## config.mk

```make
export PLATFORM = sky130hd
export DESIGN_NAME = rssh_ctrl
export DESIGN_NICKNAME = d
export VERILOG_FILES = /design/src/sv/rssh_pkg.sv /design/src/sv/rssh_ctrl.sv
export SDC_FILE = /design/constraint.sdc
export NUM_CORES = 1
export LEC_CHECK = 0
export BUFFER_PORTS_ARGS = -buffer_cell sky130_fd_sc_hd__buf_2
export CAP_MARGIN = 25
export CORE_MARGIN = 2
export CORE_UTILIZATION = 60
export CTS_CLUSTER_DIAMETER = 200
export DETAILED_ROUTE_END_ITERATION = 6
export PLACE_DENSITY = 0.79
export SLEW_MARGIN = 20
export SYNTH_ARGS = -nofsm -noshare
export SYNTH_HDL_FRONTEND = slang
export SYNTH_SLANG_ARGS = --single-unit
```

## constraint.sdc

```tcl
create_clock -name i_clk -period 15.2 [get_ports i_clk]
set_clock_uncertainty 0.2 [all_clocks]
set_input_delay 0.76 -clock i_clk [delete_from_list [all_inputs] [get_ports i_clk]]
set_output_delay 0.76 -clock i_clk [all_outputs]
set_load 0.01 [all_outputs]
```

## src/sv/rssh_pkg.sv

```systemverilog
package rssh_pkg;

    localparam int NUM_COLUMNS        = 4;
    localparam int NUM_ROWS           = 4;
    localparam int SAMPLE_BITS        = 16;
    localparam int SLEW_STEPS_DEFAULT = 100;
    localparam int LEVEL_BITS         = 7;
    localparam int ROW_BITS           = $clog2(NUM_ROWS);
    localparam int ROWS_CFG_BITS      = 3;
    localparam int CFG_IDX_BITS       = 2;
    localparam int CFG_DATA_BITS      = 16;
    localparam int PIPE_STAGES        = 4;
    localparam int MOD_STEPS          = (NUM_ROWS + 1) / 2;

    typedef logic signed [SAMPLE_BITS-1:0] t_sample;
    typedef logic [NUM_ROWS-1:0][LEVEL_BITS-1:0] t_level_vec;

    localparam t_sample PREV_RESET       = -16'sd2048;
    localparam t_sample CLOCK_HIGH_RESET = 16'sd4096;
    localparam t_sample CLOCK_LOW_RESET  = 16'sd0;

    typedef enum logic [CFG_IDX_BITS-1:0] {
        CFG_ROWS_IN_USE,
        CFG_CLOCK_HIGH,
        CFG_CLOCK_LOW
    } t_cfg_reg;

    typedef struct packed {
        logic                  fire;
        logic                  adv;
        logic [LEVEL_BITS-1:0] level;
    } t_lane_ctl;

    typedef struct packed {
        logic                valid;
        logic [ROW_BITS-1:0] row;
        t_level_vec          levels;
    } t_tick;

endpackage

```

## src/sv/rssh_ctrl.sv

```systemverilog
module rssh_ctrl import rssh_pkg::*; #(
    parameter int SLEW_STEPS = SLEW_STEPS_DEFAULT
) (
    input  logic                     i_clk,
    input  logic                     i_rst_n,
    input  logic                     i_cfg_fire,
    input  logic [CFG_IDX_BITS-1:0]  i_cfg_index,
    input  logic [CFG_DATA_BITS-1:0] i_cfg_data,
    input  logic                     i_in_valid,
    input  t_sample                  i_clock_cv,
    input  logic                     i_next,
    input  logic                     i_prev,
    input  logic                     i_emit_ready,
    output logic                     o_in_ready,
    output t_lane_ctl                o_lane,
    output t_tick                    o_tick
);

    localparam int SUM_W = ROW_BITS + 2;
    localparam int MOD_W = ROW_BITS + 1;
    localparam logic [LEVEL_BITS-1:0] LEVEL_MAX = LEVEL_BITS'(SLEW_STEPS);

    logic [ROWS_CFG_BITS-1:0] r_rows;
    t_sample                  r_hi;
    t_sample                  r_lo;
    logic [ROW_BITS-1:0]      r_active;
    logic                     r_clk_hi;
    logic                     r_next_hi;
    logic                     r_prev_hi;
    t_level_vec               r_slew;
    logic [PIPE_STAGES-1:0]   r_vld;
    logic [ROW_BITS-1:0]      r_row [PIPE_STAGES];
    t_level_vec               r_lvl [PIPE_STAGES];

    logic                     w_adv;
    logic                     w_fire;
    logic                     w_clk_edge;
    logic                     n_clk_hi;
    logic                     w_next_edge;
    logic                     w_prev_edge;
    logic [MOD_W-1:0]         w_rows;
    logic signed [SUM_W-1:0]  w_sum;
    logic [MOD_W-1:0]         w_mod;
    logic [ROW_BITS-1:0]      n_active;
    t_level_vec               n_slew;

    assign w_adv      = !r_vld[PIPE_STAGES-1] || i_emit_ready;
    assign w_fire     = i_in_valid && w_adv;
    assign o_in_ready = w_adv;

    assign o_lane.fire  = w_fire;
    assign o_lane.adv   = w_adv;
    assign o_lane.level = r_lvl[0][r_row[0]];

    assign o_tick.valid  = r_vld[PIPE_STAGES-1];
    assign o_tick.row    = r_row[PIPE_STAGES-1];
    assign o_tick.levels = r_lvl[PIPE_STAGES-1];

    always_comb begin
        if (r_rows < ROWS_CFG_BITS'(2)) begin
            w_rows = MOD_W'(2);
        end else if (r_rows > ROWS_CFG_BITS'(NUM_ROWS)) begin
            w_rows = MOD_W'(NUM_ROWS);
        end else begin
            w_rows = MOD_W'(r_rows);
        end
    end

    // The clock trigger looks only at the threshold on the far side of its state.
    always_comb begin
        n_clk_hi   = r_clk_hi;
        w_clk_edge = 1'b0;
        if (r_clk_hi) begin
            if (i_clock_cv <= r_lo) begin
                n_clk_hi = 1'b0;
            end
        end else if (i_clock_cv >= r_hi) begin
            n_clk_hi   = 1'b1;
            w_clk_edge = 1'b1;
        end
    end

    assign w_next_edge = i_next && !r_next_hi;
    assign w_prev_edge = i_prev && !r_prev_hi;
    assign w_sum = SUM_W'(r_active) + SUM_W'(w_clk_edge) + SUM_W'(w_next_edge)
                 - SUM_W'(w_prev_edge);

    always_comb begin
        w_mod = w_sum[MOD_W-1:0];
        for (int k = 0; k < MOD_STEPS; k++) begin
            if (w_mod >= w_rows) begin
                w_mod = w_mod - w_rows;
            end
        end
        if (w_sum[SUM_W-1]) begin
            n_active = ROW_BITS'(w_rows - 1'b1);
        end else begin
            n_active = w_mod[ROW_BITS-1:0];
        end
    end

    always_comb begin
        for (int r = 0; r < NUM_ROWS; r++) begin
            if (ROW_BITS'(r) == n_active) begin
                n_slew[r] = (r_slew[r] < LEVEL_MAX) ? r_slew[r] + 1'b1 : LEVEL_MAX;
            end else begin
                n_slew[r] = (r_slew[r] != '0) ? r_slew[r] - 1'b1 : '0;
            end
        end
    end

    always_ff @(posedge i_clk) begin
        if (!i_rst_n) begin
            r_rows    <= ROWS_CFG_BITS'(NUM_ROWS);
            r_hi      <= CLOCK_HIGH_RESET;
            r_lo      <= CLOCK_LOW_RESET;
            r_active  <= '0;
            r_clk_hi  <= 1'b0;
            r_next_hi <= 1'b0;
            r_prev_hi <= 1'b0;
            r_slew    <= '0;
            r_vld     <= '0;
        end else begin
            if (i_cfg_fire) begin
                unique case (t_cfg_reg'(i_cfg_index))
                    CFG_ROWS_IN_USE: r_rows <= i_cfg_data[ROWS_CFG_BITS-1:0];
                    CFG_CLOCK_HIGH:  r_hi   <= i_cfg_data;
                    CFG_CLOCK_LOW:   r_lo   <= i_cfg_data;
                    default: begin
                    end
                endcase
            end
            if (w_fire) begin
                r_active  <= n_active;
                r_clk_hi  <= n_clk_hi;
                r_next_hi <= i_next;
                r_prev_hi <= i_prev;
                r_slew    <= n_slew;
            end
            if (w_adv) begin
                r_vld <= {r_vld[PIPE_STAGES-2:0], w_fire};
            end
        end
    end

    always_ff @(posedge i_clk) begin
        if (w_adv) begin
            r_row[0] <= n_active;
            r_lvl[0] <= n_slew;
            for (int k = 1; k < PIPE_STAGES; k++) begin
                r_row[k] <= r_row[k-1];
                r_lvl[k] <= r_lvl[k-1];
            end
        end
    end

    a_row_in_range: assert property (@(posedge i_clk) disable iff (!i_rst_n)
        w_fire |=> (MOD_W'(r_active) < $past(w_rows)))
        else $error("active row left the rows in use");

    a_stall_hold: assert property (@(posedge i_clk) disable iff (!i_rst_n)
        r_vld[PIPE_STAGES-1] && !i_emit_ready
        |=> r_vld[PIPE_STAGES-1] && $stable(r_row[PIPE_STAGES-1]))
        else $error("finished tick lost while the result side was busy");

endmodule

```

## Word-level counts from Yosys, hierarchy flattened

Memory sizes are Yosys's and may differ from the RTL's.
Cells that the tools add are included.
W data, S select, Z words.

| storage, ports and cells | value |
|---|---|
| register bits | 72 |
| memories | 2 |
| memory bits (writable) | 120 |
| output and inout port bits | 41 |

| operators by class | value |
|---|---|
| equal/unequal tests | 5 |
| muxes and demuxes | 25 |
| order comparisons | 11 |
| reduce and logical (&&, ||, !) cells | 16 |
| $add $sub $neg | 14 |

Memories:

| name | words | width | read ports | clocked after memory_dff | wr ports | line | RTL |
|---|---|---|---|---|---|---|---|
| r_lvl | 4 | 28 | 4 | 0 | 4 | rssh_ctrl.sv:33 | `t_level_vec r_lvl [PIPE_STAGES];` |
| r_row | 4 | 2 | 4 | 0 | 4 | rssh_ctrl.sv:32 | `logic [ROW_BITS-1:0] r_row [PIPE_STAGES];` |

Operators with widths:

| kind | number |
|---|---|
| $mux W7 | 13 |
| $add A7 B1 Y7 const B | 4 |
| $lt A7 B7 Y1 const B | 4 |
| $reduce_bool A7 Y1 | 4 |
| $sub A7 B1 Y7 const B | 4 |
| $ge A16 B16 Y1 | 1 |
| $le A16 B16 Y1 | 1 |
| $bmux W7 S2 | 1 |
| $mux W3 | 3 |
| $ge A3 B3 Y1 | 2 |
| $mux W1 | 6 |
| $reduce_and A2 Y1 | 3 |
| $add A3 B1 Y4 | 1 |
| $eq A2 B2 Y1 const A | 2 |
| $logic_not A2 Y1 | 2 |
| $mux W2 | 2 |
| $sub A4 B1 Y4 | 1 |
| $add A2 B1 Y3 | 1 |
| $gt A3 B3 Y1 const B | 1 |
| $logic_and A1 B1 Y1 | 3 |
| $logic_not A1 Y1 | 3 |
| $lt A2 B3 Y1 const B | 1 |
| $lt A3 B2 Y1 const B | 1 |
| $sub A3 B3 Y3 | 1 |
| 6 further kinds | 6 |

## Longest topological paths before layout

Gate-level depths: netlist (run 1).

| depth | value |
|---|---|
| depth after elaboration | 13 |
| depth in mapped cells | 28 |
| gate-level depth less buffers | 26 |

## Worst setup path before layout (run 1)

OpenSTA, ideal clock, no wires.

| timing path | value |
|---|---|
| path type | input-to-reg |
| start | in i_clock_cv[14] |
| end | mem r_lvl[0][14] (netlist name) (data pin) |
| arrival time | 5,976 ps |
| required time | 14,741 ps |
| stages | 25 |
| slack | 8,765 ps |
| cell sequence | ha_1 > nand4_1 > nor4_1 > o21ai_0 > nand3_1 > xor2_1 > a21o_1 > ha_1 > fa_1 > inv_1 > fa_1 > ha_1 > o211ai_1 > o211ai_1 > or2_2 > ha_1 > and2b_1 > o21ai_2 > o311ai_4 > and2_1 > buf_4 > or2_0 > buf_4 > mux2i_1 > nor2_1 |

RTL lines:

| what | line | RTL |
|---|---|---|
| start: declaration | rssh_ctrl.sv:10 | `input t_sample i_clock_cv,` |
| end: declaration | rssh_ctrl.sv:33 |  |

==> results of run 1 <==
## stage by stage
stage,total power [uW],hold slack [ns],setup slack (ns),cells
after detailed placement,1860,0.205,7.78,1072
after CTS,2270,0.217,8.19,1104
after global placement,1830,0.200,7.90,1072
after global routing,2420,0.220,7.72,1105
final,2270,0.216,8.14,1105
after floorplan,1640,0.200,8.76,846
## cells in the final DEF (no fill, tap or decap), drive strengths merged, types with 13 or more instances in the layout
cell / count
nand3: 33
nor2: 37
nand2b: 17
buf: 86
a21oi: 19
edfxtp: 120
dfxtp: 72
inv: 63
nand2: 107
ha: 49
xor2: 13
nor3: 15
a21boi: 45
clkbuf: 18
mux2i: 13
o21ai: 55
## worst paths after layout
path                           from  slack, ns                     end  cells past startpoint
max                  i_clock_cv[14]       8.14  r_lvl[0][14]$_DFFE_PN_                     24
min reg2reg  r_lvl[1][11]$_DFFE_PN_       0.22  r_lvl[2][11]$_DFFE_PN_                      0
max reg2reg   r_hi[14]$_SDFFE_PN0P_       8.18  r_lvl[0][14]$_DFFE_PN_                     24
min          r_lvl[1][11]$_DFFE_PN_       0.22  r_lvl[2][11]$_DFFE_PN_                      0
## worst reg2reg max path, cell delays in order (launching register included)
cell	delay, ns
sky130_fd_sc_hd__dfxtp_1	0.33
sky130_fd_sc_hd__inv_1	0.07
sky130_fd_sc_hd__ha_1	0.32
sky130_fd_sc_hd__nand4_1	0.17
sky130_fd_sc_hd__nor4_1	0.40
sky130_fd_sc_hd__o21ai_0	0.15
sky130_fd_sc_hd__nand3_1	0.12
sky130_fd_sc_hd__xor2_1	0.20
sky130_fd_sc_hd__a21o_1	0.17
sky130_fd_sc_hd__ha_1	0.24
sky130_fd_sc_hd__fa_1	0.41
sky130_fd_sc_hd__inv_1	0.08
sky130_fd_sc_hd__fa_1	0.47
sky130_fd_sc_hd__ha_1	0.38
sky130_fd_sc_hd__o211ai_1	0.17
sky130_fd_sc_hd__o211ai_1	0.17
sky130_fd_sc_hd__or2_2	0.31
sky130_fd_sc_hd__ha_1	0.28
sky130_fd_sc_hd__and2b_1	0.23
sky130_fd_sc_hd__o21ai_2	0.12
sky130_fd_sc_hd__o311ai_4	0.41
sky130_fd_sc_hd__and2_1	0.40
sky130_fd_sc_hd__or2_0	0.57
sky130_fd_sc_hd__mux2i_1	0.31
sky130_fd_sc_hd__nor2_1	0.07
## routing by layer
metal | global-route usage | share of wire | vias up
met4 | 0.0895 | 0.024 | 0
met5 | 0 | 0 | -
li1 | - | - | 3146
met1 | 0.292 | 0.44 | 2955
met2 | 0.366 | 0.49 | 178
met3 | 0.0395 | 0.048 | 25
## power by group
| group | switching (uW) | total (uW) | leakage [uW] | internal (uW) |
|---|---|---|---|---|
| logic | 564 | 968 | 0.00191 | 404 |
| clock network | 200 | 414 | 0.000262 | 215 |
| registers | 106 | 888 | 0.00193 | 782 |
| total | 870 | 2270 | 0.00411 | 1400 |
## cells by family after synthesis
group	synth area share
buf+inv	0.0453
xor+xnor	0.0216
compound gates	0.155
fa+ha+maj	0.0721
mux	0.0333
flops	0.541
simple gates	0.132
## cell type report
| cell class | count | area, sq um | area share |
|---|---|---|---|
| well taps | 188 | 235 | 0.0227 |
| clock inverters | 14 | 126 | 0.0122 |
| multi-input cells | 550 | 3860 | 0.372 |
| inverters | 57 | 216 | 0.0209 |
| flip-flops and latches | 192 | 5040 | 0.486 |
| repair buffers | 86 | 463 | 0.0446 |
| clock buffers | 18 | 429 | 0.0414 |
## flip-flops by register name, summed over array words and instances, names as in the netlist, 2 cells and up
register,cells
r_vld,4
r_rows,3
r_lvl,112
r_hi,16
r_slew,28
r_lo,16
r_active,2
r_row,8
==> results.md, run 1 <==
- The run finished with clean final reports.
- The first global-routing pass estimated 28700 um of wire.
- After global routing the overflow that remains totals 0.
- In the final routed layout, each cell accounts on average for 15.8 um.
- The number of flops mapped to enable cells by yosys is 120.
- In the finished design, the share of the clock period the worst path needs comes to 0.465.
- The starting density of the core is 0.614.
- The flip-flop and latch count after synthesis is 192.
- Dividing the synthesized area by the synthesized cell count gives 11.0 sq um.
- IR analysis of the VDD net gives a maximum drop of 0.000142 V.
- The clock root buffer is sky130_fd_sc_hd__clkbuf_16.
- The number of buffers inserted during clock tree synthesis is 17.
- The gate count after technology mapping is 846.
- The class of the worst hold path is reg2reg.
- By area the synthesized netlist is led by sky130_fd_sc_hd__edfxtp_1, sky130_fd_sc_hd__dfxtp_1, sky130_fd_sc_hd__ha_1.
- The critical path is of the in2reg type.
- The I/O pin count is 82.
- Clock-pin slew was measured on the worst setup and hold paths at 0.07 ns.
- After clock tree synthesis, the flow added hold-fix buffers numbering 0.
- The count of nets left with antenna violations once routing finished came out at 0.
- The maximum number of pins on one net before global-route repair is 78.
- For this run, asynchronously set or reset flops after synthesis account for 0.
- Once placement finished, the instance area stood at 9800 sq um.
- Setup repair after global routing left no endpoint under its margin.
- The largest driver fanout on the critical path is 10.
- The floorplan core area is 15200 sq um.
- The fill cell instance count of the final layout is 1146.
- The worst setup path is launched from a primary input.
- The detailed-route vias per instance is 5.70.
- The count of H-tree levels built during CTS is 4.
- STA classifies the critical path endpoint as a flip-flop.
- The global-route total usage across every layer is 0.222.
- At the pin with the least slew margin, the transition time is 0.748 ns.
- Counting both buffers and inverters, the worst setup path holds a total of 2.
- After layout, the minimum clock period comes to 7.06 ns.
- The analysis attributes to cell leakage a power of 0.00411 uW.
- Before antenna repair, the detailed router went through 4 iterations.
- The count of yosys warnings during synthesis is 0.
- The hold violation total from the final report is 0.
- The share of Yosys cell area claimed by the top area cell type is 0.386.
- The count of routing violations after the opening detailed-route iteration is 394.
- The via count of the first global-routing pass is 5885.
- The insertion delay of the later-clocked pin in the worst-skew pair is 0.43 ns.
- Once the clock tree was built, the setup fixing pass inserted 0 buffers.
- The synthesized cell area is 9330 sq um.
- The library cell with the largest summed area after synthesis is sky130_fd_sc_hd__edfxtp_1.
- In this run the vertical extent of the chip is 129 um.
- Grouping stages by cell kind, the critical path spends the most delay in simple AND/OR/NAND/NOR gates.
- Setup violations remaining at the end of the flow were counted as 0.
- Summing over every cut layer, the via total after detailed routing is 6304.
- Of the cells placed in the final design, the portion with a size suffix greater than 1 is 0.172.
- The CTS tree is yes.
- Power spread over the standard cell area amounts to 219 nW/um^2.
- After synthesis, the most frequently instantiated cells are sky130_fd_sc_hd__edfxtp_1, sky130_fd_sc_hd__nand2_1, sky130_fd_sc_hd__dfxtp_1, sky130_fd_sc_hd__inv_1, sky130_fd_sc_hd__ha_1.
- The max-slew violation count is 0.
- Among all stages on the critical path, the largest delay is contributed by sky130_fd_sc_hd__or2_0.
- The relative slew slack is 0.500.
- The max-capacitance violation count is 0.
- The number of distinct library cells after synthesis is 74.
- The floorplan has 45 rows.
- The final standard cell area without fillers is 10400 sq um.
- The post-synth net total is 939.
- Data on the critical path is required at its endpoint by 15.17 ns.
- The signal arrival time at the worst endpoint is 7.04 ns.
- After detailed routing, the number of remaining DRC violations is 0.
- Adding up every negative setup slack in the final design gives 0 ns.
- Once the clock tree was built, the resizer swapped 0 gates to a different size.
- The repair_antennas step left the layout with diodes totalling 0.
- For this block, the routed nets add up to 17500 um of wire.
- The main flop type after synthesis is sky130_fd_sc_hd__edfxtp_1.
- Among all cell types in the netlist, the one instantiated most often is sky130_fd_sc_hd__edfxtp_1.
- The maximum operating frequency is 142 MHz.
- The layout overhead on the synthesized area is 11.2%.
- The tree built by TritonCTS fans out to 192 sinks.
- The critical path goes through buf_2 -> ha_1 -> nand4_1 -> nor4_1 -> o21ai_0 -> nand3_1 -> xor2_1 -> a21o_1 -> ha_1 -> fa_1 -> inv_1 -> fa_1 -> ha_1 -> o211ai_1 -> o211ai_1 -> or2_2 -> ha_1 -> and2b_1 -> o21ai_2 -> o311ai_4 -> and2_1 -> or2_0 -> mux2i_1 -> nor2_1.
- The delay of the slowest cell on the worst path is 0.57 ns.
- The core occupancy in the finished layout is 0.683.
- The placed wire-length estimate is 12100 um.
- For this run, the register share of the synthesized area comes to 0.541.
- The weighted congestion at the end of routability-driven global placement is 0.903.
- The width of the chip is 129 um.
- The initial antenna violation count is 0.
- The most frequent cell on the critical path is sky130_fd_sc_hd__ha_1.
- Counting along the longest clock path gives a buffer depth of 2.
- Port buffering added 81 buffers.
- The area of the die is 16600 sq um.
- After the last flow step, the layout net total stands at 997.
Note: power is estimated with default switching activity, not from simulation.
==> inputs of run 2 (changes only) <==
ABC_AREA = 1   (was default)
CORE_UTILIZATION = 54   (was 60)
PLACE_DENSITY = 0.75   (was 0.79)
clock period = 5.8 ns   (was 15.2 ns; I/O delays follow)
==> results.md, run 2 <==
- The initial antenna violation count is 0 (unchanged).
- The synthesized cell area is 9160 sq um (was 9330 sq um).
- The post-layout net count came to 1178 (was 997).
- The standard-cell row count is 47 (was 45).
- The ratio of cells with drive above 1 in the final layout is 0.147 (was 0.172).
- The I/O pin count was 82 (unchanged).
- The CTS sink count came to 192 (unchanged).
- The number of cells traversed by the worst register-to-register path came to 35 (was 24).
- The launching element type of the critical path was a flip-flop (was primary input).
- The mean instance size in the synthesized netlist is 9.25 sq um (was 11.0 sq um).
- The routed length per instance came to 13.5 um (was 15.8 um).
- The startpoint-to-endpoint class of the critical path is reg2reg (was in2reg).
- The area of the die is 18000 sq um (was 16600 sq um).
- The number of flops mapped to enable cells by yosys was 120 (unchanged).
- Most numerous cell types in the synthesized netlist: sky130_fd_sc_hd__nand2_1, sky130_fd_sc_hd__inv_1, sky130_fd_sc_hd__edfxtp_1, sky130_fd_sc_hd__nor2_1, sky130_fd_sc_hd__a21oi_1 (was sky130_fd_sc_hd__edfxtp_1, sky130_fd_sc_hd__nand2_1, sky130_fd_sc_hd__dfxtp_1, sky130_fd_sc_hd__inv_1, sky130_fd_sc_hd__ha_1).
- The portion of the clock cycle consumed by the worst path in the final layout is 0.928.
- The antenna diode count was 0 (unchanged).
- The required time at the endpoint of the critical path is 5.98 ns (was 15.17 ns).
- The insertion delay of the later-clocked pin in the worst-skew pair is 0.44 ns (was 0.43 ns).
- The starting density of the core came to 0.552 (was 0.614).
- The delay of the slowest cell on the worst path was 0.46 ns (was 0.57 ns).
- The flip-flop and latch count after synthesis is 192 (unchanged).
- The number of buffer cells added on primary ports was 81 (unchanged).
- The via count of the first global-routing pass is 6272 (was 5885).
- The clock transition at the registers of the reported paths was 0.08 ns (was 0.07 ns).
- The main flop type after synthesis is sky130_fd_sc_hd__edfxtp_1 (unchanged).
- The class of the worst hold path was in2reg (was reg2reg).
- The reg-to-reg critical path startpoint is r_hi[11]$_SDFFE_PN0P_ (was r_hi[14]$_SDFFE_PN0P_).
- The maximum number of pins on one net before global-route repair is 88 (was 78).
- The count of routing violations after the opening detailed-route iteration came to 471 (was 394).
- The cell with the most instances after synthesis is sky130_fd_sc_hd__nand2_1 (was sky130_fd_sc_hd__edfxtp_1).
- The number of buffers inserted during clock tree synthesis was 17 (unchanged).
- The worst ir drop on vdd was 0.000382 V (was 0.000142 V).
- The final-report setup violation count is 0 (unchanged).
- The final critical-path required period is 5.38 ns.
- The number of distinct library cells after synthesis is 39 (was 74).
- The leakage component of the power came to 0.00488 uW (was 0.00411 uW).
- The start point of the critical path is r_hi[11]$_SDFFE_PN0P_ (was i_clock_cv[14]).
- Run status: finished, final reports clean (unchanged).
- The endpoint of the most critical setup path is r_slew[5]$_SDFFE_PN0P_ (was r_lvl[0][14]$_DFFE_PN_).
- The count of H-tree levels built during CTS is 4 (unchanged).
- The fraction of the yosys area taken by sequential cells is 0.551 (was 0.541).
- The largest driver fanout on the critical path is 7 (was 10).
- The endpoint of the most critical register-to-register path is r_slew[5]$_SDFFE_PN0P_ (was r_lvl[0][14]$_DFFE_PN_).
- The global route total overflow is 0 (unchanged).
- The global-route total usage across every layer came to 0.206 (was 0.222).
- The maximum buffer depth of the clock tree is 2 (unchanged).
- The post-synth net total was 1083 (was 939).
- The gate count after technology mapping is 990 (was 846).
- The CTS tree is yes (unchanged).
- The final total power is 6910 uW (was 2270 uW).
- The most frequent cell on the critical path is sky130_fd_sc_hd__nand2_1 (was sky130_fd_sc_hd__ha_1).
- The slowest library cell on the worst path is sky130_fd_sc_hd__fa_2 (was sky130_fd_sc_hd__or2_0).
- The core occupancy in the finished layout is 0.643 (was 0.683).
- The signal arrival time at the worst endpoint is 5.56 ns (was 7.04 ns).
- The total DRC errors in the routed layout is 0 (unchanged).
- The endpoint class of the critical path is a flip-flop (unchanged).
- The share of Yosys cell area claimed by the top area cell type is 0.394 (was 0.386).
- The worst reg-to-reg setup slack is 0.42 ns (was 8.18 ns).
- The largest register by flop count is r_lvl (unchanged).
- The max-slew violation count came to 0 (unchanged).
- The placed wire-length estimate is 12400 um (was 12100 um).
- The max-capacitance violation count came to 0 (unchanged).
- Largest regs: r_lvl (112), r_slew (28) (unchanged).
- The weighted congestion at the end of routability-driven global placement is 0.895 (was 0.903).
- The floorplan core area came to 16600 sq um (was 15200 sq um).
- The wire length of the first global-routing pass is 29400 um (was 28700 um).
- The width of the chip is 134 um (was 129 um).
- The share of synthesized flip-flops with an asynchronous set or reset is 0 (unchanged).
- The count of yosys warnings during synthesis is 0 (unchanged).
- The power per unit of standard cell area was 648 nW/um^2 (was 219 nW/um^2).
- The number of flip-flops under the largest register name came to 112 (unchanged).
- The vertical die dimension was 134 um (was 129 um).
- The maximum operating frequency is 186 MHz.
- The library cell with the largest summed area after synthesis is sky130_fd_sc_hd__edfxtp_1 (unchanged).
- Top library cells by usage in the layout, fill and taps aside: sky130_fd_sc_hd__nand2_1, sky130_fd_sc_hd__inv_1, sky130_fd_sc_hd__edfxtp_1 (was sky130_fd_sc_hd__edfxtp_1, sky130_fd_sc_hd__nand2_1, sky130_fd_sc_hd__buf_2).
- The number of stages on the worst hold path was 4 (was 0).
- The relative slew slack was 0.350 (was 0.500).
- The most common cell after layout, fill and taps aside is sky130_fd_sc_hd__nand2_1 (was sky130_fd_sc_hd__edfxtp_1).
- The total vias in the final route is 6751 (was 6304).
- The detailed-route vias per instance was 5.12 (was 5.70).
- The layout overhead on the synthesized area was 16.5% (was 11.2%).
- Leading cell types by total area after synthesis: sky130_fd_sc_hd__edfxtp_1, sky130_fd_sc_hd__dfxtp_1, sky130_fd_sc_hd__nand2_1 (was sky130_fd_sc_hd__edfxtp_1, sky130_fd_sc_hd__dfxtp_1, sky130_fd_sc_hd__ha_1).
- The overall routed net length is 17800 um (was 17500 um).
- The slew of the pin with the lowest slew margin is 0.976 ns (was 0.748 ns).
- The hold violation total from the final report is 0 (unchanged).
- The total iterations of the first detailed-routing run was 7 (was 4).
- The clock root buffer is sky130_fd_sc_hd__clkbuf_16 (unchanged).
- The post-detailed-route count of antenna-violating nets was 0 (unchanged).
- The final setup TNS was 0 ns (unchanged).
-- run 2: cell types whose count changed in the layout (fill, tap and decap cells not counted), moves of 12 or more --
cell	previous run	this run
sky130_fd_sc_hd__inv_1	56	137
sky130_fd_sc_hd__dlygate4sd3_1	0	19
sky130_fd_sc_hd__nand2b_1	15	0
sky130_fd_sc_hd__nand2_1	107	178
sky130_fd_sc_hd__a21boi_0	44	0
sky130_fd_sc_hd__nand3_2	0	12
sky130_fd_sc_hd__nand3_1	33	74
sky130_fd_sc_hd__a21oi_1	19	80
sky130_fd_sc_hd__mux2i_1	13	0
sky130_fd_sc_hd__nor2_1	36	83
sky130_fd_sc_hd__o21ai_0	46	61
-- run 2: cells by family after synthesis --
| group | share of synthesized area |
|---|---|
| adders and majority gates | 0.0735 |
| and+or+nand+nor | 0.189 |
| AOI/OAI and AO/OA | 0.0922 |
| xor gates and xnor gates | 0.0163 |
| DFF | 0.551 |
| buffers and inverters | 0.0776 |
-- run 2: worst min path at each step --
stage | startpoint | to | slack, ns
after floorplan | r_lvl[1][0]$_DFFE_PN_ | r_lvl[2][0]$_DFFE_PN_ | 0.20
after global placement | r_lvl[1][18]$_DFFE_PN_ | r_lvl[2][18]$_DFFE_PN_ | 0.20
after detailed placement | r_lvl[1][21]$_DFFE_PN_ | r_lvl[2][21]$_DFFE_PN_ | 0.20
after CTS | i_cfg_fire | r_rows[0]$_SDFFE_PN0P_ | 0.04
after global routing | i_cfg_fire | r_rows[1]$_SDFFE_PN0P_ | 0.08
final | i_cfg_fire | r_rows[0]$_SDFFE_PN0P_ | 0.07
-- run 2: through the flow --
stage | area [sq um] | hold slack, ns | cells | setup WS (ns)
2_1_floorplan | 9160 | 0.200 | 990 | 0.922
3_3_place_gp | 9720 | 0.201 | 1265 | 0.371
3_5_place_dp | 9740 | 0.205 | 1266 | 0.234
4_1_cts | 10600 | 0.0381 | 1317 | 0.252
5_1_grt | 10700 | 0.0755 | 1318 | -0.0368
6_report | 10700 | 0.0699 | 1318 | 0.420
-- run 2: where the power goes --
part | switching (uW) | total, uW | internal, uW
clock network | 597 | 1200 | 601
logic | 2110 | 3250 | 1140
registers | 282 | 2460 | 2180
total | 2990 | 6910 | 3920
-- run 2: cell type report --
type,count,area [sq um]
well taps,220,275
clock buffers,17,425
repair buffers,106,664
flip-flops and latches,192,5040
inverters,150,571
fillers,1339,5920
multi-input cells,618,3470
clock inverters,15,211
-- run 2: repair_timing --
item | CTS | global route
endpoints found under the setup margin | 0 | 56
resized for setup | 0 | 12
hold buffers | 19 | 0
setup buffers | 0 | 1
endpoints found under the hold margin | 39 | 0
-- run 2: metal layers --
| layer | vias up | part of all wire | track usage | routed length (um) |
|---|---|---|---|---|
| li1 | 3472 | - | - | - |
| met1 | 3061 | 0.46 | 0.283 | 8260 |
| met2 | 185 | 0.46 | 0.323 | 8210 |
| met3 | 33 | 0.053 | 0.0404 | 945 |
| met4 | 0 | 0.021 | 0.0842 | 369 |
| met5 | - | 0 | 0 | 0 |
-- run 2: critical path, delay by kind of cell, from the launching register on --
family	cells	cell delay, ns
simple gates	23	2.23
fa+ha+maj	6	2.06
buf+inv	6	0.52
flops	1	0.32
